$ cat config.mk
export PLATFORM = sky130hd
export DESIGN_NAME = windowed_moving_average
export DESIGN_NICKNAME = d
export VERILOG_FILES = /design/src/rtl/wma_pkg.sv /design/src/rtl/wma_div.sv /design/src/rtl/wma_datapath.sv /design/src/rtl/wma_ctrl.sv /design/src/rtl/windowed_moving_average.sv
export SDC_FILE = /design/constraint.sdc
export NUM_CORES = 2
export LEC_CHECK = 0
export ABC_AREA = 1
export BUFFER_PORTS_ARGS = -buffer_cell sky130_fd_sc_hd__buf_2
export CAP_MARGIN = 10
export CORE_UTILIZATION = 30
export CTS_CLUSTER_SIZE = 8
export DETAILED_ROUTE_END_ITERATION = 12
export SYNTH_ARGS = -nofsm -noshare
export SYNTH_HDL_FRONTEND = slang
export SYNTH_SLANG_ARGS = --single-unit
$ cat constraint.sdc
create_clock -name clk_i -period 10.1 [get_ports clk_i]
set_clock_uncertainty 0.15 [all_clocks]
set_input_delay 2.02 -clock clk_i [delete_from_list [all_inputs] [get_ports clk_i]]
set_output_delay 2.02 -clock clk_i [all_outputs]
set_load 0.05 [all_outputs]
$ cat src/rtl/wma_pkg.sv
package wma_pkg;

  localparam int MAX_WINDOW_DEF  = 64;
  localparam int SAMPLE_BITS_DEF = 16;

  localparam int MODE_W     = 2;
  localparam int WL_W       = 7;
  localparam int CFG_IDX_W  = 1;
  localparam int CFG_DATA_W = 7;

  localparam logic [MODE_W-1:0] MODE_RECT = 2'd0;
  localparam logic [MODE_W-1:0] MODE_TRI  = 2'd1;

  localparam logic [CFG_IDX_W-1:0] CFG_MODE   = 1'd0;
  localparam logic [CFG_IDX_W-1:0] CFG_WINDOW = 1'd1;

  localparam logic [WL_W-1:0] WL_RESET = 7'd8;

  typedef struct packed {
    logic load_sample;
    logic fill_write;
    logic fill_done;
    logic norm_write;
    logic walk_issue;
    logic div_start;
    logic load_out;
  } cmd_t;

  typedef struct packed {
    logic fill_last;
    logic walk_last;
    logic pipe_busy;
    logic div_done;
    logic pass;
  } status_t;

endpackage

$ cat src/rtl/wma_div.sv
module wma_div #(
  parameter int NUM_W = 30,
  parameter int DEN_W = 14
) (
  input  logic                    clk_i,
  input  logic                    rst_ni,
  input  logic                    start_i,
  input  logic signed [NUM_W-1:0] num_i,
  input  logic        [DEN_W-1:0] den_i,
  output logic                    done_o,
  output logic signed [NUM_W-1:0] quot_o
);

  localparam int CNT_W = $clog2(NUM_W + 1);

  logic             busy_q, busy_d;
  logic             done_q, done_d;
  logic [CNT_W-1:0] cnt_q, cnt_d;
  logic [NUM_W-1:0] mag_q, mag_d;
  logic [DEN_W-1:0] rem_q, rem_d;
  logic [DEN_W-1:0] den_q;
  logic             neg_q;
  logic [DEN_W:0]   trial;
  logic             fits;

  assign trial = {rem_q, mag_q[NUM_W-1]};
  assign fits  = trial >= {1'b0, den_q};

  always_comb begin
    busy_d = busy_q;
    done_d = 1'b0;
    cnt_d  = cnt_q;
    mag_d  = mag_q;
    rem_d  = rem_q;
    if (start_i) begin
      busy_d = 1'b1;
      cnt_d  = CNT_W'(NUM_W);
      mag_d  = num_i[NUM_W-1] ? NUM_W'(-num_i) : NUM_W'(num_i);
      rem_d  = '0;
    end else if (busy_q) begin
      mag_d = {mag_q[NUM_W-2:0], fits};
      rem_d = fits ? DEN_W'(trial - {1'b0, den_q}) : DEN_W'(trial);
      cnt_d = cnt_q - CNT_W'(1);
      if (cnt_q == CNT_W'(1)) begin
        busy_d = 1'b0;
        done_d = 1'b1;
      end
    end
  end

  always_ff @(posedge clk_i or negedge rst_ni) begin
    if (!rst_ni) begin
      busy_q <= 1'b0;
      done_q <= 1'b0;
      cnt_q  <= '0;
    end else begin
      busy_q <= busy_d;
      done_q <= done_d;
      cnt_q  <= cnt_d;
    end
  end

  always_ff @(posedge clk_i) begin
    mag_q <= mag_d;
    rem_q <= rem_d;
    if (start_i) begin
      den_q <= den_i;
      neg_q <= num_i[NUM_W-1];
    end
  end

  assign done_o = done_q;
  assign quot_o = neg_q ? -$signed(mag_q) : $signed(mag_q);

  assert property (@(posedge clk_i) disable iff (!rst_ni) start_i |-> !busy_q)
    else $error("divider started while busy");

endmodule

$ cat src/rtl/wma_datapath.sv
module wma_datapath #(
  parameter int MAX_WINDOW  = wma_pkg::MAX_WINDOW_DEF,
  parameter int SAMPLE_BITS = wma_pkg::SAMPLE_BITS_DEF
) (
  input  logic                                 clk_i,
  input  logic                                 rst_ni,
  input  logic                                 cfg_we_i,
  input  logic        [wma_pkg::CFG_IDX_W-1:0]  cfg_index_i,
  input  logic        [wma_pkg::CFG_DATA_W-1:0] cfg_wdata_i,
  input  logic signed [SAMPLE_BITS-1:0]        sample_i,
  output logic signed [SAMPLE_BITS-1:0]        smoothed_o,
  input  wma_pkg::cmd_t                        cmd_i,
  output wma_pkg::status_t                     status_o
);

  import wma_pkg::*;

  localparam int WL_MAX  = (1 << WL_W) - 1;
  localparam int EFF_MAX = (MAX_WINDOW < WL_MAX) ? MAX_WINDOW : WL_MAX;
  localparam int W_W     = $clog2(EFF_MAX + 1);
  localparam int AW      = $clog2(MAX_WINDOW);
  localparam int CW      = (AW + 1 > W_W) ? AW + 1 : W_W;
  localparam int PROD_W  = SAMPLE_BITS + W_W + 1;
  localparam int ACC_W   = SAMPLE_BITS + 2 * W_W;
  localparam int DIV_W   = 2 * W_W;

  logic        [MODE_W-1:0]      mode_q;
  logic        [WL_W-1:0]        wl_q;
  logic        [W_W-1:0]         w;
  logic        [W_W-1:0]         wm1;
  logic                          tri_mode;

  logic signed [SAMPLE_BITS-1:0] hist_mem [MAX_WINDOW];
  logic signed [SAMPLE_BITS-1:0] rdata_q;
  logic signed [SAMPLE_BITS-1:0] s_q;
  logic signed [SAMPLE_BITS-1:0] smoothed_q;

  logic        [AW-1:0]          cnt_q;
  logic        [AW-1:0]          wslot_q, wslot_d;
  logic        [AW-1:0]          slot;
  logic        [CW-1:0]          slot_inc;
  logic                          mem_we;
  logic        [AW-1:0]          mem_waddr;

  logic        [AW-1:0]          idx_q;
  logic        [W_W-1:0]         wt_q;
  logic                          v1_q, v2_q;
  logic        [W_W-1:0]         wt1_q, wt2_q;
  logic signed [PROD_W-1:0]      prod_q;
  logic signed [ACC_W-1:0]       acc_q;
  logic        [DIV_W-1:0]       dsum_q;

  logic                          div_done;
  logic signed [ACC_W-1:0]       quot;

  always_comb begin
    if (wl_q == '0) begin
      w = W_W'(1);
    end else if (int'(wl_q) > EFF_MAX) begin
      w = W_W'(EFF_MAX);
    end else begin
      w = W_W'(wl_q);
    end
  end

  assign wm1      = w - W_W'(1);
  assign tri_mode = mode_q == MODE_TRI;

  always_comb begin
    slot     = (CW'(wslot_q) >= CW'(w)) ? '0 : wslot_q;
    slot_inc = CW'(slot) + CW'(1);
    if (cmd_i.fill_done) begin
      wslot_d = (w == W_W'(1)) ? '0 : AW'(1);
    end else if (cmd_i.norm_write) begin
      wslot_d = (slot_inc >= CW'(w)) ? '0 : AW'(slot_inc);
    end else begin
      wslot_d = wslot_q;
    end
  end

  assign mem_we    = cmd_i.fill_write | cmd_i.norm_write;
  assign mem_waddr = cmd_i.fill_write ? cnt_q : slot;

  always_ff @(posedge clk_i) begin
    if (mem_we) begin
      hist_mem[mem_waddr] <= s_q;
    end
    if (cmd_i.walk_issue) begin
      rdata_q <= hist_mem[idx_q];
    end
  end

  always_ff @(posedge clk_i or negedge rst_ni) begin
    if (!rst_ni) begin
      mode_q  <= MODE_RECT;
      wl_q    <= WL_RESET;
      wslot_q <= '0;
      v1_q    <= 1'b0;
      v2_q    <= 1'b0;
    end else begin
      if (cfg_we_i) begin
        unique case (cfg_index_i)
          CFG_MODE:   mode_q <= cfg_wdata_i[MODE_W-1:0];
          CFG_WINDOW: wl_q   <= cfg_wdata_i[WL_W-1:0];
          default:    ;
        endcase
      end
      wslot_q <= wslot_d;
      v1_q    <= cmd_i.walk_issue;
      v2_q    <= v1_q;
    end
  end

  always_ff @(posedge clk_i) begin
    if (cmd_i.load_sample) begin
      s_q   <= sample_i;
      cnt_q <= '0;
    end else if (cmd_i.fill_write) begin
      cnt_q <= cnt_q + AW'(1);
    end

    if (cmd_i.fill_done || cmd_i.norm_write) begin
      idx_q  <= cmd_i.fill_done ? '0 : slot;
      wt_q   <= w;
      acc_q  <= '0;
      dsum_q <= '0;
    end else begin
      if (cmd_i.walk_issue) begin
        idx_q <= (idx_q == '0) ? AW'(wm1) : idx_q - AW'(1);
        wt_q  <= wt_q - W_W'(1);
      end
      if (v2_q) begin
        acc_q  <= acc_q + ACC_W'(prod_q);
        dsum_q <= dsum_q + DIV_W'(wt2_q);
      end
    end

    wt1_q  <= tri_mode ? wt_q : W_W'(1);
    prod_q <= PROD_W'($signed(rdata_q)) * PROD_W'($signed({1'b0, wt1_q}));
    wt2_q  <= wt1_q;

    if (cmd_i.load_out) begin
      smoothed_q <= status_o.pass ? s_q : SAMPLE_BITS'(quot);
    end
  end

  wma_div #(
    .NUM_W (ACC_W),
    .DEN_W (DIV_W)
  ) u_div (
    .clk_i   (clk_i),
    .rst_ni  (rst_ni),
    .start_i (cmd_i.div_start),
    .num_i   (acc_q),
    .den_i   (dsum_q),
    .done_o  (div_done),
    .quot_o  (quot)
  );

  assign smoothed_o         = smoothed_q;
  assign status_o.fill_last = cnt_q == AW'(wm1);
  assign status_o.walk_last = wt_q == W_W'(1);
  assign status_o.pipe_busy = v1_q | v2_q;
  assign status_o.div_done  = div_done;
  assign status_o.pass      = (mode_q != MODE_RECT) && (mode_q != MODE_TRI);

  assert property (@(posedge clk_i) disable iff (!rst_ni) cmd_i.div_start |-> !v1_q && !v2_q)
    else $error("division started with products still in flight");
  assert property (@(posedge clk_i) disable iff (!rst_ni) cmd_i.walk_issue |-> wt_q != '0)
    else $error("history walk ran past the window");

endmodule

$ cat src/rtl/wma_ctrl.sv
module wma_ctrl (
  input  logic             clk_i,
  input  logic             rst_ni,
  input  logic             in_valid_i,
  output logic             in_stall_o,
  output logic             out_valid_o,
  input  logic             out_stall_i,
  output wma_pkg::cmd_t    cmd_o,
  input  wma_pkg::status_t status_i
);

  import wma_pkg::*;

  typedef enum logic [6:0] {
    S_IDLE   = 7'b0000001,
    S_FILL   = 7'b0000010,
    S_WRITE  = 7'b0000100,
    S_WALK   = 7'b0001000,
    S_DRAIN  = 7'b0010000,
    S_DIVIDE = 7'b0100000,
    S_RESULT = 7'b1000000
  } state_e;

  state_e state_q, state_d;
  logic   primed_q, primed_d;
  logic   out_valid_q, out_valid_d;
  logic   out_free;

  assign out_free = !out_valid_q || !out_stall_i;

  always_comb begin
    state_d     = state_q;
    primed_d    = primed_q;
    cmd_o       = '0;
    out_valid_d = out_valid_q && out_stall_i;
    unique case (state_q)
      S_IDLE: begin
        if (in_valid_i) begin
          cmd_o.load_sample = 1'b1;
          state_d           = primed_q ? S_WRITE : S_FILL;
        end
      end
      S_FILL: begin
        cmd_o.fill_write = 1'b1;
        if (status_i.fill_last) begin
          cmd_o.fill_done = 1'b1;
          primed_d        = 1'b1;
          state_d         = status_i.pass ? S_RESULT : S_WALK;
        end
      end
      S_WRITE: begin
        cmd_o.norm_write = 1'b1;
        state_d          = status_i.pass ? S_RESULT : S_WALK;
      end
      S_WALK: begin
        cmd_o.walk_issue = 1'b1;
        if (status_i.walk_last) begin
          state_d = S_DRAIN;
        end
      end
      S_DRAIN: begin
        if (!status_i.pipe_busy) begin
          cmd_o.div_start = 1'b1;
          state_d         = S_DIVIDE;
        end
      end
      S_DIVIDE: begin
        if (status_i.div_done) begin
          state_d = S_RESULT;
        end
      end
      S_RESULT: begin
        if (out_free) begin
          cmd_o.load_out = 1'b1;
          out_valid_d    = 1'b1;
          state_d        = S_IDLE;
        end
      end
      default: state_d = S_IDLE;
    endcase
  end

  always_ff @(posedge clk_i or negedge rst_ni) begin
    if (!rst_ni) begin
      state_q     <= S_IDLE;
      primed_q    <= 1'b0;
      out_valid_q <= 1'b0;
    end else begin
      state_q     <= state_d;
      primed_q    <= primed_d;
      out_valid_q <= out_valid_d;
    end
  end

  assign in_stall_o  = state_q != S_IDLE;
  assign out_valid_o = out_valid_q;

  assert property (@(posedge clk_i) disable iff (!rst_ni)
      $rose(out_valid_o) |-> $past(state_q == S_RESULT))
    else $error("result shown without a finished item");
  assert property (@(posedge clk_i) disable iff (!rst_ni) state_q == S_FILL |-> !primed_q)
    else $error("window filled twice");

endmodule

$ cat src/rtl/windowed_moving_average.sv
// Channel  Valid        Stall         Payload
// input    in_valid_i   in_stall_o    sample_i
// output   out_valid_o  out_stall_i   smoothed_o
// config   cfg_we_i     -             cfg_index_i, cfg_wdata_i
//
// Mean modes handle each item with a walk of the single-port history memory
// and a one-bit-a-cycle divider over the accumulator (ACC_W bits, 30 at
// defaults). Pass-through skips the walk and the divider.
// The first item after reset also fills the window, writing its sample to every slot.
// Reset clears control state and configuration only; history is undefined until that fill.
// A result waiting behind out_stall_i holds the next item at its last step.
module windowed_moving_average #(
  parameter int MAX_WINDOW  = wma_pkg::MAX_WINDOW_DEF,
  parameter int SAMPLE_BITS = wma_pkg::SAMPLE_BITS_DEF
) (
  input  logic                                 clk_i,
  input  logic                                 rst_ni,
  input  logic                                 cfg_we_i,
  input  logic        [wma_pkg::CFG_IDX_W-1:0]  cfg_index_i,
  input  logic        [wma_pkg::CFG_DATA_W-1:0] cfg_wdata_i,
  input  logic                                 in_valid_i,
  output logic                                 in_stall_o,
  input  logic signed [SAMPLE_BITS-1:0]        sample_i,
  output logic                                 out_valid_o,
  input  logic                                 out_stall_i,
  output logic signed [SAMPLE_BITS-1:0]        smoothed_o
);

  import wma_pkg::*;

  cmd_t    cmd;
  status_t status;

  wma_ctrl u_ctrl (
    .clk_i       (clk_i),
    .rst_ni      (rst_ni),
    .in_valid_i  (in_valid_i),
    .in_stall_o  (in_stall_o),
    .out_valid_o (out_valid_o),
    .out_stall_i (out_stall_i),
    .cmd_o       (cmd),
    .status_i    (status)
  );

  wma_datapath #(
    .MAX_WINDOW  (MAX_WINDOW),
    .SAMPLE_BITS (SAMPLE_BITS)
  ) u_datapath (
    .clk_i       (clk_i),
    .rst_ni      (rst_ni),
    .cfg_we_i    (cfg_we_i),
    .cfg_index_i (cfg_index_i),
    .cfg_wdata_i (cfg_wdata_i),
    .sample_i    (sample_i),
    .smoothed_o  (smoothed_o),
    .cmd_i       (cmd),
    .status_o    (status)
  );

endmodule
Word-level counts from Yosys, hierarchy flattened:

Memory sizes are Yosys's and may differ from the RTL's. A register that Yosys moved wholly into a read port is not among the register bits.
Cells that the tools add are included.

* register bits after elaboration: 225
* bits in writable memories: 1024
* output and inout bits: 18
* logic and storage cells: 132
* memories kept: 1

Memory list
* u_datapath.hist_mem: depth 64, width 16, read ports 1, clocked after memory_dff 1, write ports 1, line wma_datapath.sv:33 `logic signed [SAMPLE_BITS-1:0] hist_mem [MAX_WINDOW];`

* $add $sub $neg: 11
* multipliers: 1
* magnitude comparators: 4
* equal/unequal tests: 20
* multiplexer cells: 51
* bitwise operators: 3
* reduce and logical (&&, ||, !) cells: 16

Operators with widths (count)
* $mux 30: 3
* $mux 7: 11
* $mux 6: 9
* $pmux 7 s7: 1
* $mux 16: 2
* $add 30x24->30: 1
* $neg 30->30: 1
* $mul 16x8->24: 1
* $eq 7x1->1 const B: 3
* $mux 1: 20
* $neg 16->16: 1
* $ge 15x14->1: 1
* $add 14x7->14: 1
* $mux 14: 1
* $sub 14x14->14: 1
* $sub 6x1->6 const B: 2
* $mux 5: 2
* $ne 2x2->1 const B: 4
* $reduce_bool 2->1: 4
* $add 6x1->7 const B: 1
* $eq 7x2->1 const B: 1
* $eq 7x3->1 const B: 1
* $eq 7x4->1 const B: 1
* $eq 7x5->1 const B: 1
* other kinds (24): 32

Logic depth before layout (Yosys ltp):

* depth in word-level cells: 10
* gate-level depth with buffers: 24

Hierarchy:

Synthesis repeated with hierarchy kept, for this count alone.

* cell total of the unflattened synthesis: 5747
* area, all modules: 60107.6 µm²

Modules (own cells, without submodules)
* wma_datapath: times used 1, cells an instance 4891, area an instance 54172.0 µm²
* wma_div: times used 1, cells an instance 763, area an instance 5293.8 µm²
* wma_ctrl: times used 1, cells an instance 93, area an instance 641.9 µm²

Worst setup path after synthesis:

OpenSTA, ideal clock, no wires.

* path type: register -> register
* start: register u_datapath.wt1_q[2]
* end: register u_datapath.prod_q[18]
* setup time: 0.121 ns
* arrival: 4.281 ns
* data required time: 9.829 ns
* slack: 5.548 ns
* stages on the path, launching flop included: 21
* path buffers: 2
* clock period less this slack: 4.552 ns
* cells stage by stage: dfxtp_1 clkbuf_1 clkbuf_1 nand2_1 fa_1 fa_1 inv_1 fa_1 inv_1 fa_1 inv_1 ha_1 inv_1 o21ai_0 a21oi_1 nand2_1 a21oi_1 o21ai_0 nand2_1 nand2_1 xor2_1

* word-level cells in the longest chain between the ends: 1

RTL lines
* start: declaration: line wma_datapath.sv:48 `logic [W_W-1:0] wt1_q, wt2_q;`
* start signal: assignment: line wma_datapath.sv:138 `wt1_q <= tri_mode ? wt_q : W_W'(1);`
* $mul 16x8->24: line wma_datapath.sv:139 `prod_q <= PROD_W'($signed(rdata_q)) * PROD_W'($signed({1'b0, wt1_q}));`
* end signal: assignment: line wma_datapath.sv:139
* end: declaration: line wma_datapath.sv:49 `logic signed [PROD_W-1:0] prod_q;`

Every way passes these cells.
A chain may end at the register's enable or synchronous reset.

Worst setup path in the final report:

* start: register u_datapath.wt1_q[2]
* end: register u_datapath.prod_q[22]

Same word-level chain as after synthesis.

==> key figures <==
Run status
  • Status: finished clean

Worst setup path
  • Critical Path Fanout Max: 17
  • Worst Path Required: 10.63 ns
  • Top Family by Delay on Critical Path: adder cells
  • Worst path cell trace: nand2_1, inv_1, fa_1, fa_1, inv_1, fa_1, fa_1, inv_1, ha_1, inv_1, nor3_1, nor3b_1, nand4_1, nand3_1, xor2_1
  • R2r worst-path depth: 15
  • Flop-to-flop setup slack: 5.11 ns
  • Slowest-stage cell, CP: dfxtp_1
  • Element type at the critical path start: register
  • Worst Path Arrival: 5.52 ns
  • Worst Path Buf+Inv: 4
  • FF-to-FF End: u_datapath.prod_q[22]$_DFF_P_
  • Setup CP Type: reg2reg
  • Critical R2R Launch: u_datapath.wt1_q[2]$_SDFF_PP0_
  • Crit. End Element: register
  • Slowest stage delay, CP: 0.77 ns

STA
  • Final Setup Violations: 0
  • Setup TNS: 0 ns
  • Hold Fails Final Rpt: 0
  • Fin crit share: 49.41%
  • Min Tclk post-route: 4.990 ns
  • Max-slew violations: 0
  • RSZ-0062 raised after global routing: false
  • Slew headroom: 22.61%
  • Fmax: 200.4 MHz
  • Slew @ Worst Pin: 1.157 ns

CTS
  • Post-CTS sizing: 0
  • CTS tree: done
  • Cts hold-fix bufs: 0
  • Clk_lat worst skew: 0.81 ns
  • Post-CTS setup buffers: 0
  • CTS sink count: 1,265
  • Htree depth: 4
  • Total CTS buffers: 176
  • Worst-case clock buffer depth: 3
  • Clock transition at path regs: 0.05 ns
  • Clk root buf: clkbuf_16

Global routing
  • First-pass GRT wire length: 237,600 um
  • Initial antenna violation count: 4
  • Grt ovf: 0
  • GRT Overall Usage: 15.65%
  • Largest net degree at the start of global routing: 188
  • Number of global-route vias before repair: 39,200

Synthesis
  • Register area share after synthesis: 63.28%
  • Synth Area in Compound Gates: 11.39%
  • Cell Area, Synth: 58,160 um^2
  • Mux cell area share after synthesis: 0.2754%
  • Synth Area in Adders: 5.731%
  • Simple-gate share of the synthesized area: 13.66%
  • Synthesized Nets: 5,582
  • Post-synth top area share: 58.35%
  • Synth async-reset ratio: 2.609%
  • Synth Instances: 5,340
  • Mapped Avg Cell Area: 10.89 um^2
  • Primary FF master, synth: edfxtp_1
  • Synth area leader: edfxtp_1
  • Area contributors post-synth: edfxtp_1 (58%), nor2_1 (6.1%), o21ai_0 (5.3%), nand2_1 (3.8%), dfxtp_1 (3.5%)
  • Largest family of logic cells by synthesized area: simple AND/OR/NAND/NOR gates
  • #FFs+latches synth: 1,265
  • Post-Synth XOR/XNOR Area: 1.205%
  • Synth unique cells: 51
  • EDFF count, synth: 1,130
  • Yosys warns: 0

Power and ir drop
  • VDD IR max: 0.1567 mV
  • Psw: 0.005360 W
  • Comb pwr share: 25.8%
  • Clk pwr share: 33.2%
  • Leakage: 23.95 nW
  • Pwr Total: 0.01602 W
  • Internal power: 0.01066 W
  • Power share of the sequential group: 41.1%
  • Power Density: 241.8 nW/um^2
  • Sw Share: 33.45%

Worst hold path
  • Worst Hold Class: reg2reg
  • Hold wc startpoint: u_datapath.v1_q$_DFF_PN0_
  • Hold Path Cell Cnt: 0
  • Worst-case hold path end point: u_datapath.v2_q$_DFF_PN0_

Floorplan
  • CORE AREA: 192,600 um^2
  • Die height: 442.3 um
  • Starting Density: 30.20%
  • Die area: 195,600 um^2
  • IO Pins: 47
  • Row count: 161
  • Die X: 442.3 um

Layout
  • Most frequent cells in the layout: edfxtp_1 (1,130), nor2_1 (941), o21ai_0 (613), nand2_1 (588), inv_1 (392)
  • Nets: 5,644
  • Syn-to-layout area delta: 13.94%
  • Layout cells sized above 1: 6.991%
  • Commonest non-fill, non-tap cell in the layout: edfxtp_1
  • Fillers: 18,930

Flow run
  • Max Cap Violations: 0

Routing
  • Iter 0 DRT Violations: 4,092
  • Via density: 5.056
  • Total DRC errors in the routed layout: 0
  • WL final: 156,500 um
  • Post-route ant nets: 0
  • Wirelength per Cell: 19.61 um
  • Vias: 40,340
  • Initial DRT Pass Iterations: 7

Place
  • PortBufs: 46
  • Routability cong.: 0.8700
  • Dpl hpwl: 93,320 um
==> synth_stat cells (all sizes together), types with 4 or more instances <==
cell type  instances
o21ai            619
nand3b            10
clkinv             4
o21bai             6
nand2            589
edfxtp          1130
dfxtp            102
nor2             945
xor2              52
o311ai            16
a21oi            137
nor4              12
mux2i             16
inv              403
o221ai            16
o22ai             82
dfrtp             31
a31oi             15
or2                9
nor3              34
buf               42
nand3            297
fa                89
clkbuf           231
o31ai              6
a21o               5
xnor2             28
o211ai           230
ha               124
a21boi             4
nand4             41
==> logic make-up after synthesis <==
group | after synthesis
buf+inv | 680
mux | 16
simple gates | 1944
flops | 1265
xor+xnor | 80
compound gates | 1142
fa+ha+maj | 213
==> state kept, by name (all words and copies together) (netlist names), 14 cells and up <==
signal,count
u_datapath.hist_mem,1024
u_datapath.acc_q,30
u_datapath.u_div.mag_q,30
u_datapath.prod_q,24
u_datapath.rdata_q,16
u_datapath.s_q,16
u_datapath.smoothed_o,16
u_datapath.dsum_q,14
u_datapath.u_div.den_q,14
u_datapath.u_div.rem_q,14
==> through the flow <==
step | hold slack, ns | util [%] | std cells | instance area (um^2) | setup WS [ns]
finish | 0.2263 | 34.41 | 7979 | 66270 | 5.110
global route | 0.2534 | 34.41 | 7978 | 66260 | 4.773
CTS | 0.2311 | 34.41 | 7976 | 66260 | 5.105
detailed placement | 0.2195 | 31.90 | 7750 | 61430 | 5.169
global placement | 0.2127 | 31.90 | 7750 | 61430 | 5.219
floorplan | 0.1790 | - | 5340 | 58160 | 5.548
==> power groups by stage <==
stage               Combinational, W  Clock (W)  Sequential, W
floorplan                    0.00270          0        0.00670
global placement             0.00404          0        0.00667
detailed placement           0.00409          0        0.00667
CTS                          0.00411    0.00541        0.00658
global route                 0.00461    0.00561        0.00661
finish                       0.00413    0.00531        0.00658
==> layout make-up <==
cell class              instances  area (um^2)  area share, %
flip-flops and latches       1265        36800          55.54
multi-input cells            3395        18770          28.33
clock buffers                 215         4593          6.931
well taps                    2526         3161          4.769
inverters                     407         1545          2.332
repair buffers                157         1151          1.737
clock inverters                11        234.0         0.3531
diodes                          3        7.507        0.01133
==> how the worst max path moves through the flow <==
| stage | startpoint | to | cells after the start |
|---|---|---|---|
| 6_report | u_datapath.wt1_q[2]$_SDFF_PP0_ | u_datapath.prod_q[22]$_DFF_P_ | 15 |
| 5_1_grt | u_datapath.wt1_q[2]$_SDFF_PP0_ | u_datapath.prod_q[22]$_DFF_P_ | 15 |
| 4_1_cts | u_datapath.wt1_q[2]$_SDFF_PP0_ | u_datapath.prod_q[22]$_DFF_P_ | 15 |
| 3_5_place_dp | u_datapath.wt1_q[2]$_SDFF_PP0_ | u_datapath.prod_q[18]$_DFF_P_ | 18 |
| 3_3_place_gp | u_datapath.wt1_q[2]$_SDFF_PP0_ | u_datapath.prod_q[18]$_DFF_P_ | 18 |
| 2_1_floorplan | u_datapath.wt1_q[2]$_SDFF_PP0_ | u_datapath.prod_q[18]$_DFF_P_ | 20 |
==> routing by layer <==
layer	routed length (um)	global-route usage, %	part of all wire [%]	vias to the layer above
met3	9987	2.430	6.4	276
met1	70300	21.73	45	19820
li1	-	-	-	18910
met4	4458	5.241	2.8	0
met2	71770	24.85	46	1342
met5	0	0	0	-
No activity file was read; power rests on OpenSTA's default activity.
